<file path="config.mk">
export PLATFORM = sky130hd
export DESIGN_NAME = harmonic_mean_throughput_estimator_top
export DESIGN_NICKNAME = d
export VERILOG_FILES = /design/src/hdl/hmte_pkg.sv /design/src/hdl/harmonic_mean_throughput_estimator_top.sv
export SDC_FILE = /design/constraint.sdc
export NUM_CORES = 2
export LEC_CHECK = 0
export ABC_AREA = 1
export BUFFER_PORTS_ARGS = -buffer_cell sky130_fd_sc_hd__buf_2
export CORE_MARGIN = 5
export CORE_UTILIZATION = 57
export CTS_BUF_LIST = sky130_fd_sc_hd__clkbuf_16
export DETAILED_ROUTE_END_ITERATION = 12
export PLACE_DENSITY = 0.77
export REMOVE_ABC_BUFFERS = 1
export SKIP_CTS_REPAIR_TIMING = 1
export SLEW_MARGIN = 0
export SYNTH_ARGS = -nofsm -noshare
export SYNTH_HDL_FRONTEND = slang
export SYNTH_SLANG_ARGS = --single-unit
export TNS_END_PERCENT = 10
</file>
<file path="constraint.sdc">
create_clock -name i_clk -period 10.67 [get_ports i_clk]
set_clock_uncertainty 0.05 [all_clocks]
set_input_delay 0 -clock i_clk [delete_from_list [all_inputs] [get_ports i_clk]]
set_output_delay 0 -clock i_clk [all_outputs]
set_load 0.03 [all_outputs]
</file>
<file path="src/hdl/hmte_pkg.sv">
`timescale 1ns / 1ps

package hmte_pkg;

    localparam int MAX_WINDOW  = 8;
    localparam int PTR_W       = $clog2(MAX_WINDOW);
    localparam int CNT_W       = $clog2(MAX_WINDOW + 1);
    localparam int FRAC_BITS   = 24;

    localparam int BYTES_W     = 32;
    localparam int TIME_W      = 32;
    localparam int RECIP_W     = 56;
    // quotient bits of time * 2^(FRAC_BITS-3) / bytes
    localparam int RECIP_QBITS = TIME_W + FRAC_BITS - 3;
    localparam int SUM_W       = RECIP_W + PTR_W;
    localparam int EST_W       = 40;
    localparam int SCALE_W     = 23;
    localparam int NUM_W       = SCALE_W + FRAC_BITS;
    localparam int ITER_W      = 6;
    localparam int WIN_W       = 4;
    localparam int CASE_W      = 2;

    localparam logic [WIN_W-1:0]   WIN_RESET = 4'd5;
    localparam logic [RECIP_W-1:0] RECIP_MAX = '1;
    localparam logic [EST_W-1:0]   EST_MAX   = '1;

    localparam logic [CASE_W-1:0] CASE_NONE = 2'd0;
    localparam logic [CASE_W-1:0] CASE_FILL = 2'd1;
    localparam logic [CASE_W-1:0] CASE_FULL = 2'd2;

    typedef enum logic [2:0] {
        S_IDLE,
        S_DIV1,
        S_WRITE,
        S_SUM,
        S_PREP,
        S_DIV2,
        S_DONE
    } t_state;

    // n * 10^6 for the sample counts that can occur
    function automatic logic [SCALE_W-1:0] scale_of(input logic [CNT_W-1:0] n);
        logic [SCALE_W-1:0] v;
        case (n)
            4'd1:    v = 23'd1000000;
            4'd2:    v = 23'd2000000;
            4'd3:    v = 23'd3000000;
            4'd4:    v = 23'd4000000;
            4'd5:    v = 23'd5000000;
            4'd6:    v = 23'd6000000;
            4'd7:    v = 23'd7000000;
            4'd8:    v = 23'd8000000;
            default: v = '0;
        endcase
        return v;
    endfunction

endpackage

</file>
<file path="src/hdl/harmonic_mean_throughput_estimator_top.sv">
`timescale 1ns / 1ps

// Harmonic-mean throughput estimator.
// Input stream (s_axis): one request per decision. tuser = 1 marks a start
// with no finished download; tdata carries segment_bytes and
// download_time_us of the download just finished.
// Output stream (m_axis): one result per request, estimate_bps in tdata,
// decision_case and saturated in tuser.
// Config: i_cfg_we writes window_len (4 bits, reset 5); write
// it only while no request is in flight.
// Flow: a start request goes from acceptance straight to the output
// register. A download request runs through bit-serial restoring
// reciprocal division (skipped for a zero byte count), a ring write, ring
// reads and accumulation of the n samples averaged (1..8), a set-up step,
// bit-serial restoring estimate division (skipped for a zero sum) and the
// output register. One request is worked at a time.
// Reset (synchronous, active low) clears the write pointer, sample count,
// controller and output valid, and loads window_len = 5. The ring itself
// is not cleared: only written entries are ever summed.
// Stall: the result waits in the output register; a new request may be
// taken and worked meanwhile, and it finishes once the register is free.
module harmonic_mean_throughput_estimator_top (
    input  logic        i_clk,
    input  logic        i_rst_n,
    input  logic        s_axis_tvalid,
    output logic        s_axis_tready,
    input  logic [63:0] s_axis_tdata,   // [31:0] segment_bytes, [63:32] download_time_us
    input  logic        s_axis_tuser,   // [0] no_sample
    output logic        m_axis_tvalid,
    input  logic        m_axis_tready,
    output logic [39:0] m_axis_tdata,   // [39:0] estimate_bps
    output logic [2:0]  m_axis_tuser,   // [1:0] decision_case, [2] saturated
    input  logic        i_cfg_we,
    input  logic [hmte_pkg::WIN_W-1:0] i_cfg_wdata
);
    import hmte_pkg::*;

    t_state r_state, n_state;

    // control
    logic [WIN_W-1:0]  r_win;
    logic [PTR_W-1:0]  r_wp, n_wp;
    logic [CNT_W-1:0]  r_cnt_smp, n_cnt_smp;
    logic [ITER_W-1:0] r_cnt, n_cnt;
    logic              r_rd_vld;
    logic              r_out_valid, n_out_valid;

    // datapath
    logic [BYTES_W-1:0] r_b, n_b;
    logic [TIME_W-1:0]  r_t, n_t;
    logic [BYTES_W-1:0] r_rem1, n_rem1;
    logic [RECIP_W-1:0] r_recip, n_recip;
    logic [CNT_W-1:0]   r_n, n_n;
    logic [CASE_W-1:0]  r_case, n_case;
    logic               r_sat, n_sat;
    logic [SUM_W-1:0]   r_sum, n_sum;
    logic [NUM_W-1:0]   r_num, n_num;
    logic [SUM_W-1:0]   r_rem2, n_rem2;
    logic [NUM_W-1:0]   r_quo2, n_quo2;
    logic [EST_W-1:0]   r_out_est, n_out_est;
    logic [CASE_W-1:0]  r_out_case, n_out_case;
    logic               r_out_sat, n_out_sat;

    // sample ring
    logic [RECIP_W-1:0] mem_ring [MAX_WINDOW];
    logic [RECIP_W-1:0] r_rd_data;
    logic               rd_en;
    logic [PTR_W-1:0]   rd_addr;
    logic               wr_en;

    // divider steps
    logic [BYTES_W:0] rem_sh1, diff1;
    logic             ge1;
    logic [SUM_W:0]   rem_sh2, diff2;
    logic             ge2;

    logic [CNT_W-1:0] win_eff, cnt_new;
    logic             in_acc, out_free, quo_ovf;

    assign s_axis_tready = (r_state == S_IDLE);
    assign in_acc        = s_axis_tvalid && s_axis_tready;
    assign out_free      = !r_out_valid || m_axis_tready;

    assign m_axis_tvalid = r_out_valid;
    assign m_axis_tdata  = r_out_est;
    assign m_axis_tuser  = {r_out_sat, r_out_case};

    // one restoring step each
    assign rem_sh1 = {r_rem1, r_t[TIME_W-1]};
    assign diff1   = rem_sh1 - {1'b0, r_b};
    assign ge1     = (rem_sh1 >= {1'b0, r_b});
    assign rem_sh2 = {r_rem2, r_num[NUM_W-1]};
    assign diff2   = rem_sh2 - {1'b0, r_sum};
    assign ge2     = (rem_sh2 >= {1'b0, r_sum});

    // window register clamped to 1..MAX_WINDOW
    assign win_eff = (r_win == '0) ? CNT_W'(1) :
                     (r_win > WIN_W'(MAX_WINDOW)) ? CNT_W'(MAX_WINDOW) : CNT_W'(r_win);
    assign cnt_new = (r_cnt_smp < CNT_W'(MAX_WINDOW)) ? r_cnt_smp + CNT_W'(1) : r_cnt_smp;

    // newest first: entry wp-1, wp-2, ...
    assign rd_en   = (r_state == S_SUM) && (r_cnt < ITER_W'(r_n));
    assign rd_addr = r_wp - PTR_W'(1) - r_cnt[PTR_W-1:0];
    assign wr_en   = (r_state == S_WRITE);

    assign quo_ovf = |r_quo2[NUM_W-1:EST_W];

    always_ff @(posedge i_clk) begin
        if (wr_en) begin
            mem_ring[r_wp] <= r_recip;
        end
        if (rd_en) begin
            r_rd_data <= mem_ring[rd_addr];
        end
    end

    always_comb begin
        n_state     = r_state;
        n_wp        = r_wp;
        n_cnt_smp   = r_cnt_smp;
        n_cnt       = r_cnt;
        n_out_valid = r_out_valid;
        n_b         = r_b;
        n_t         = r_t;
        n_rem1      = r_rem1;
        n_recip     = r_recip;
        n_n         = r_n;
        n_case      = r_case;
        n_sat       = r_sat;
        n_sum       = r_sum;
        n_num       = r_num;
        n_rem2      = r_rem2;
        n_quo2      = r_quo2;
        n_out_est   = r_out_est;
        n_out_case  = r_out_case;
        n_out_sat   = r_out_sat;

        if (r_out_valid && m_axis_tready) begin
            n_out_valid = 1'b0;
        end

        case (r_state)
            S_IDLE: begin
                if (in_acc) begin
                    n_b     = s_axis_tdata[BYTES_W-1:0];
                    n_t     = s_axis_tdata[BYTES_W +: TIME_W];
                    n_rem1  = '0;
                    n_recip = '0;
                    n_cnt   = '0;
                    n_sat   = 1'b0;
                    if (s_axis_tuser) begin
                        n_quo2  = '0;
                        n_case  = CASE_NONE;
                        n_state = S_DONE;
                    end else if (s_axis_tdata[BYTES_W-1:0] == '0) begin
                        // zero byte count: reciprocal clips
                        n_recip = RECIP_MAX;
                        n_sat   = 1'b1;
                        n_state = S_WRITE;
                    end else begin
                        n_state = S_DIV1;
                    end
                end
            end
            S_DIV1: begin
                n_t     = {r_t[TIME_W-2:0], 1'b0};
                n_rem1  = ge1 ? diff1[BYTES_W-1:0] : rem_sh1[BYTES_W-1:0];
                n_recip = {r_recip[RECIP_W-2:0], ge1};
                n_cnt   = r_cnt + ITER_W'(1);
                if (r_cnt == ITER_W'(RECIP_QBITS - 1)) begin
                    n_state = S_WRITE;
                end
            end
            S_WRITE: begin
                n_wp      = r_wp + PTR_W'(1);
                n_cnt_smp = cnt_new;
                n_n       = (cnt_new < win_eff) ? cnt_new : win_eff;
                n_case    = (cnt_new < win_eff) ? CASE_FILL : CASE_FULL;
                n_sum     = '0;
                n_cnt     = '0;
                n_state   = S_SUM;
            end
            S_SUM: begin
                if (r_rd_vld) begin
                    n_sum = r_sum + SUM_W'(r_rd_data);
                end
                n_cnt = r_cnt + ITER_W'(1);
                if (r_cnt == ITER_W'(r_n)) begin
                    n_state = S_PREP;
                end
            end
            S_PREP: begin
                n_num  = {scale_of(r_n), FRAC_BITS'(0)};
                n_rem2 = '0;
                n_cnt  = '0;
                if (r_sum == '0) begin
                    // every reciprocal zero (duration zero or tiny against bytes): forces the clipped estimate
                    n_quo2  = '1;
                    n_state = S_DONE;
                end else begin
                    n_quo2  = '0;
                    n_state = S_DIV2;
                end
            end
            S_DIV2: begin
                n_num  = {r_num[NUM_W-2:0], 1'b0};
                n_rem2 = ge2 ? diff2[SUM_W-1:0] : rem_sh2[SUM_W-1:0];
                n_quo2 = {r_quo2[NUM_W-2:0], ge2};
                n_cnt  = r_cnt + ITER_W'(1);
                if (r_cnt == ITER_W'(NUM_W - 1)) begin
                    n_state = S_DONE;
                end
            end
            S_DONE: begin
                if (out_free) begin
                    n_out_valid = 1'b1;
                    n_out_est   = quo_ovf ? EST_MAX : r_quo2[EST_W-1:0];
                    n_out_case  = r_case;
                    n_out_sat   = r_sat || quo_ovf;
                    n_state     = S_IDLE;
                end
            end
            default: begin
                n_state = S_IDLE;
            end
        endcase
    end

    always_ff @(posedge i_clk) begin
        if (!i_rst_n) begin
            r_state     <= S_IDLE;
            r_win       <= WIN_RESET;
            r_wp        <= '0;
            r_cnt_smp   <= '0;
            r_cnt       <= '0;
            r_rd_vld    <= 1'b0;
            r_out_valid <= 1'b0;
        end else begin
            r_state     <= n_state;
            if (i_cfg_we) begin
                r_win <= i_cfg_wdata;
            end
            r_wp        <= n_wp;
            r_cnt_smp   <= n_cnt_smp;
            r_cnt       <= n_cnt;
            r_rd_vld    <= rd_en;
            r_out_valid <= n_out_valid;
        end
    end

    always_ff @(posedge i_clk) begin
        r_b        <= n_b;
        r_t        <= n_t;
        r_rem1     <= n_rem1;
        r_recip    <= n_recip;
        r_n        <= n_n;
        r_case     <= n_case;
        r_sat      <= n_sat;
        r_sum      <= n_sum;
        r_num      <= n_num;
        r_rem2     <= n_rem2;
        r_quo2     <= n_quo2;
        r_out_est  <= n_out_est;
        r_out_case <= n_out_case;
        r_out_sat  <= n_out_sat;
    end

    a_cnt_bound: assert property (@(posedge i_clk) disable iff (!i_rst_n)
        r_cnt_smp <= CNT_W'(MAX_WINDOW))
        else $error("sample count beyond window depth");

    a_wp_step: assert property (@(posedge i_clk) disable iff (!i_rst_n)
        r_state == S_WRITE |=> r_wp == PTR_W'($past(r_wp) + PTR_W'(1)))
        else $error("write pointer did not advance by one");

    a_rem1_bound: assert property (@(posedge i_clk) disable iff (!i_rst_n)
        r_state == S_DIV1 |-> r_rem1 < r_b)
        else $error("reciprocal remainder not below divisor");

    a_n_range: assert property (@(posedge i_clk) disable iff (!i_rst_n)
        r_state == S_SUM |-> (r_n != '0) && (r_n <= r_cnt_smp))
        else $error("averaging over unwritten or no samples");

    a_none_zero: assert property (@(posedge i_clk) disable iff (!i_rst_n)
        r_out_valid && r_out_case == CASE_NONE |-> r_out_est == '0 && !r_out_sat)
        else $error("start result not all zero");

endmodule
</file>
=== Yosys cells after proc, flatten, opt, wreduce, memory -nomap -nowiden ===
Memory sizes are Yosys's and may differ from the RTL's. A register that Yosys moved wholly into a read port is not among the register bits.
Cells that the tools add are included.

* Add/sub/neg operators: 8
* Muxes and demuxes: 44
* Equal/unequal tests: 16
* Magnitude comparators: 6
* Reductions and logical operators: 27

{| class="wikitable"
|+ Operators with widths
! operator !! count
|-
| $pmux W59 S2 || 2
|-
| $mux W56 || 3
|-
| $mux W47 || 3
|-
| $pmux W47 S3 || 1
|-
| $pmux W32 S2 || 2
|-
| $mux W59 || 2
|-
| $pmux W56 S2 || 1
|-
| $mux W32 || 3
|-
| $pmux W47 S2 || 1
|-
| $ge A60 B59 Y1 || 1
|-
| $add A59 B56 Y59 || 1
|-
| $logic_not A59 Y1 || 1
|-
| $sub A59 B59 Y59 || 1
|-
| $ge A33 B32 Y1 || 1
|-
| $logic_not A32 Y1 || 1
|-
| $sub A32 B32 Y32 || 1
|-
| $pmux W3 S7 || 1
|-
| $mux W4 || 5
|-
| $mux W3 || 6
|-
| $pmux W6 S3 || 1
|-
| $eq A6 B6 Y1 const B || 2
|-
| $mux W2 || 5
|-
| $reduce_and A2 Y1 || 5
|-
| $eq A3 B3 Y1 const B || 3
|-
| other kinds (29) || 48
|}

* Output and inout bits: 45
* Logic and storage cells: 124
* Bits of input ports: 74
* RAM bits: 448
* Memories kept: 2
* Bits in read-only memories: 256
* Bits in registers: 436

{| class="wikitable"
|+ Memories
! memory !! words !! bits a word !! rd ports !! clocked after Yosys merged registers in !! wr ports !! line !! RTL
|-
| mem_ring || 8 || 56 || 1 || 1 || 1 || harmonic_mean_throughput_estimator_top.sv:65 || <nowiki>logic [RECIP_W-1:0] mem_ring [MAX_WINDOW];</nowiki>
|-
| (no name shown) || 16 || 16 || 1 || 1 || 0 || hmte_pkg.sv:44 || <nowiki>case (n)</nowiki>
|}

=== Depth between registers and ports, before layout ===
* Depth in word-level cells: 6
* Depth in mapped cells: 19
* Mapped depth without buffers: 19

=== Worst setup path before layout ===
No wires, ideal clock.

* Path type: register -> register
* From: register r_state[0]
* To: register r_recip[0] (enable)
* Stages on the path, launching flop included: 6
* Slack: 0.289 ns
* Data required time: 9.855 ns
* Data arrival time: 9.565 ns
* Clock period less this slack: 10.381 ns
* Path buffers: 0
* Library setup time: 0.765 ns
* Cells stage by stage: dfxtp_1 > nor2_1 > inv_1 > nor2_1 > inv_1 > o21ai_0

* Cells in the longest elaborated chain, start to end: 4
* Elaborated cells between the ends (all ways): 6
* Classes of those cells: eq/ne (2); reduce/logical (4)

{| class="wikitable"
|+ Ends and longest elaborated chain
! item !! line !! RTL
|-
| from (decl) || harmonic_mean_throughput_estimator_top.sv:38 || <nowiki>t_state r_state, n_state;</nowiki>
|-
| from (signal assigned) || harmonic_mean_throughput_estimator_top.sv:239 || <nowiki>r_state <= n_state;</nowiki>
|-
| $logic_not A3 Y1 * || harmonic_mean_throughput_estimator_top.sv:80 || <nowiki>assign s_axis_tready = (r_state == S_IDLE);</nowiki>
|-
| via s_axis_tready || harmonic_mean_throughput_estimator_top.sv:26 || <nowiki>output logic s_axis_tready,</nowiki>
|-
| $logic_and A1 B1 Y1 || harmonic_mean_throughput_estimator_top.sv:81 || <nowiki>assign in_acc = s_axis_tvalid && s_axis_tready;</nowiki>
|-
| $ne A2 B1 Y1 (no source line) || - ||
|-
| $reduce_and A2 Y1 (no source line) * || - ||
|-
| to (signal assigned) || harmonic_mean_throughput_estimator_top.sv:255 || <nowiki>r_recip <= n_recip;</nowiki>
|-
| to (decl) || harmonic_mean_throughput_estimator_top.sv:52 || <nowiki>logic [RECIP_W-1:0] r_recip, n_recip;</nowiki>
|}

Mark *: on every way through the listed nets, which the timed path passes. The rest lies on a longest branch.
A chain may end at the register's enable or synchronous reset.

=== Worst setup path in the final report ===
* From: register r_state[0]
* To: register r_recip[46] (enable)

* Cells in the longest elaborated chain, start to end: 4
* Elaborated cells between the ends (all ways): 6
* Classes of those cells: eq/ne (2); reduce/logical (4)

{| class="wikitable"
|+ Ends and longest elaborated chain
! item !! line
|-
| $logic_not A3 Y1 || harmonic_mean_throughput_estimator_top.sv:80, harmonic_mean_throughput_estimator_top.sv:142
|-
| $logic_and A1 B1 Y1 || harmonic_mean_throughput_estimator_top.sv:81
|-
| $ne A2 B1 Y1 (no source line) || -
|-
| $reduce_and A2 Y1 (no source line) * || -
|}

Every way passes the cells marked *; elsewhere a longest branch is shown, timed or not.

==> impl_metrics.csv <==
group,metric,value,unit
clock_tree,cts_sinks,922,
synthesis,synth_edf_count,888,
global_routing,grt_use_met1,37.6,%
critical_path,cp.required,10.92,ns
routing,wirelength,124000,µm
synthesis,yosysWarningCount,0,
global_routing,antenna_found_initial,0,
floorplan,core,83800,µm²
routing,first_iter_violations,3844,
routing,antenna_left,0,
synthesis,synth_mux_area_share,1.16,%
critical_path,r2r_setup_slack,6.33,ns
worst_hold_path,min_from,"s_axis_tdata[15]",
sta,setup_viol,0,
synthesis,synth.distinct_cells,50,
sta,fin_crit_sh,40.7,%
synthesis,synth-simple-area-share,19.1,%
critical_path,arrival,4.59,ns
floorplan,dieHeight,301,µm
routing,vias,37300,
power_and_ir_drop,total_power,14200,µW
clock_tree,cts_made_buffers,93,
synthesis,ys.flop_type,"edfxtp_1",
critical_path,path_class,"register to register",
clock_tree,cts_tree,"built",
job,maxCapViolCount,0,
final_layout,drive_above_1_share,6.15,%
global_routing,track_usage,26.6,%
floorplan,fp.dieW,301,µm
sta,slew_violations,0,
final_layout,final_cells,6744,
global_routing,grt_max_degree,211,
floorplan,die_area,90600,µm²
placement,routabilityCongestion,1.05,
clock_tree,cts_buffer_depth,3,
sta,worst_pin_slew,1.17,ns
routing,vias_per_cell,5.53,
worst_hold_path,whs_endpoint,"r_b[15]",
placement,dp_cells,6479,
clock_tree,clk_latency,0.69,ns
clock_tree,cts_root_buf,"clkbuf_16",
critical_path,reg2reg_to,"r_recip[46]",
sta,tns,0,ns
synthesis,syn_avg_cell_area,9.03,µm²
power_and_ir_drop,p_per_area,264,nW/µm²
routing,drc_errors,0,
clock_tree,htreeDepth,3,
worst_hold_path,whs_path_depth,2,
sta,max_freq,0.230,GHz
synthesis,synth_cells,5350,
critical_path,start_kind,"register",
global_routing,grt_overflow,0,
routing,wl_per_cell,18.3,µm
status,outcome,"finished clean",
critical_path,cp_max_fo,73,
power_and_ir_drop,leakagePower,0.0232,µW
synthesis,synth_fa_ha_area_share,4.44,%
worst_hold_path,hold_class,"input port to register",
final_layout,nNetsFinal,5773,
critical_path,r2r_cells,9,
synthesis,ys_ff_latch,922,
sta,rsz0062_at_grt,"false",
synthesis,synth_top_family_by_area,"simple AND/OR/NAND/NOR gates",
synthesis,netlist_area,48300,µm²
critical_path,worstReg2RegStart,"r_state[0]",
global_routing,grtUsageMet3,3.91,%
clock_tree,clk_pin_slew,0.06,ns
synthesis,synth_xor_xnor_area_share,0.925,%
sta,period_needed,4.34,ns
synthesis,synth-compound-area-share,10.1,%
global_routing,grt_pass1_wl,190000,µm
global_routing,grt_use_met2,43.4,%
placement,dpl.hpwl,81700,µm
floorplan,io_pins,119,
global_routing,grt.busiest_layer,"met2",
critical_path,end_kind,"register",
floorplan,num_rows,106,
synthesis,synthArstFlopShare,0,%
sta,hold_viol,0,
final_layout,syn_to_final_growth,12.0,%
power_and_ir_drop,ir_drop,0.240,mV
routing,firstDrtPassIters,9,
synthesis,ys_seq_area_share,56.6,%
sta,slew_headroom,22.0,%
placement,numPortBuffers,118,
floorplan,start_util,57.6,%
global_routing,grt_pass1_vias,34600,
==> worst max path at each step <==
stage | from | endpoint | slack (ns) | cells after the start
floorplan | r_state[0] | r_recip[0] | -0.23 | 6
global placement | r_state[0] | r_recip[45] | 6.49 | 9
detailed placement | r_state[0] | r_recip[45] | 6.39 | 9
CTS | r_state[0] | r_recip[21] | 6.38 | 9
global route | r_state[0] | r_recip[48] | 6.05 | 9
finish | r_state[0] | r_recip[46] | 6.33 | 9
==> sequential cells by signal, indices dropped and copies added (netlist names), 4 cells and up, named ones only <==
| register | flops |
|---|---|
| r_rem1 | 32 |
| r_b | 32 |
| r_rem2 | 59 |
| mem_ring | 448 |
| r_quo2 | 47 |
| r_cnt | 6 |
| r_rd_data | 56 |
| r_win | 4 |
| r_n | 4 |
| r_recip | 56 |
| r_sum | 59 |
| r_t | 32 |
| m_axis_tdata | 40 |
| r_cnt_smp | 4 |
| r_num | 17 |
==> metrics by stage <==
stage / utilization, % / instance area [µm²] / hold slack [ns] / setup WS (ns)
after global routing: 64.5 / 54100 / 0.0000945 / 6.05
final: 64.5 / 54100 / 0.00762 / 6.33
after detailed placement: 59.7 / 50100 / 0.142 / 6.39
after floorplan: - / 47600 / 0.0341 / -0.229
after global placement: 59.7 / 50100 / 0.140 / 6.49
after CTS: 63.4 / 53200 / -0.585 / 6.38
==> cell usage after synthesis (3+ instances only) <==
cell / n / share of area [%]
nand4_1: 44 / 0.57
fa_1: 4 / 0.17
a21oi_1: 353 / 3.7
a21o_1: 9 / 0.14
nor3b_1: 3 / 0.047
nand2_2: 6 / 0.078
buf_2: 25 / 0.26
xnor2_1: 32 / 0.58
nor3_2: 4 / 0.083
nand3_1: 162 / 1.7
o21a_1: 11 / 0.17
buf_6: 3 / 0.070
ha_1: 165 / 4.3
o21bai_1: 28 / 0.44
o211ai_1: 57 / 0.89
a21boi_0: 6 / 0.093
dfxtp_1: 34 / 1.4
nor4_1: 16 / 0.21
nor2_1: 618 / 4.8
inv_1: 795 / 6.2
nand3b_1: 28 / 0.44
nand2_1: 1370 / 11
buf_1: 17 / 0.13
clkbuf_1: 102 / 0.79
mux2i_1: 56 / 1.2
xor2_1: 19 / 0.34
buf_4: 5 / 0.078
o21ai_1: 3 / 0.031
a31oi_1: 60 / 0.78
a21oi_2: 3 / 0.054
inv_2: 8 / 0.062
nor2_2: 4 / 0.052
nor3_1: 28 / 0.29
o21ai_0: 363 / 3.8
edfxtp_1: 888 / 55
==> metal layers <==
metal	up-vias	routed length (µm)
met3	219	9770
li1	18200	-
met1	17500	52100
met4	0	3550
met2	1455	58300
met5	-	0
==> area by class of cell <==
cell class	instances	area (µm²)
tap	1134	1420
fill	6796	29700
clock inverter	79	744
multi-input combinational	3470	17400
inverter	804	3020
clock buffer	95	2380
sequential	922	27300
timing repair buffer	239	1740
antenna	1	2.50
==> power breakdown <==
part / total [µW] / switching (µW) / internal, µW / leakage [µW]
registers: 5530 / 430 / 5100 / 0.00847
clock network: 3300 / 1410 / 1900 / 0.00158
logic: 5410 / 3770 / 1640 / 0.0131
==> kinds of logic (layout without fill, tap and decap cells) <==
logic type / count (synthesis) / in the layout
buffers and inverters: 958 / 1217
multiplexers: 56 / 56
AO/OA/AOI/OAI: 898 / 898
adder cells (fa/ha/maj): 169 / 169
AND/OR/NAND/NOR: 2296 / 2296
XOR/XNOR: 51 / 51
flip-flops: 922 / 922
other: 0 / 1
==> worst max-delay path, stage by stage (launching register included) <==
cell	delay, ns
dfxtp_1	0.42
inv_2	0.06
nor2_1	0.18
inv_1	0.12
nor2_4	0.08
buf_4	0.64
inv_2	0.50
o21ai_4	0.15
buf_4	0.77
buf_4	0.81
==> cell usage in the layout (no fill, tap or decap), types with 11 or more instances in the layout <==
cell and instances:
a21oi_1 353, a31oi_1 60, buf_2 118, buf_4 30, bufinv_16 11, clkbuf_16 95
clkinv_1 21, clkinv_2 16, dfxtp_1 34, dlygate4sd3_1 90, edfxtp_1 888, ha_1 164
inv_1 808, mux2i_1 56, nand2_1 1369, nand3_1 162, nand3b_1 28, nand4_1 44
nor2_1 604, nor2_4 14, nor3_1 27, nor4_1 15, o211ai_1 57, o21a_1 11
o21ai_0 362, o21bai_1 28, xnor2_1 32, xor2_1 18
Note: power is estimated with default switching activity, not from simulation.
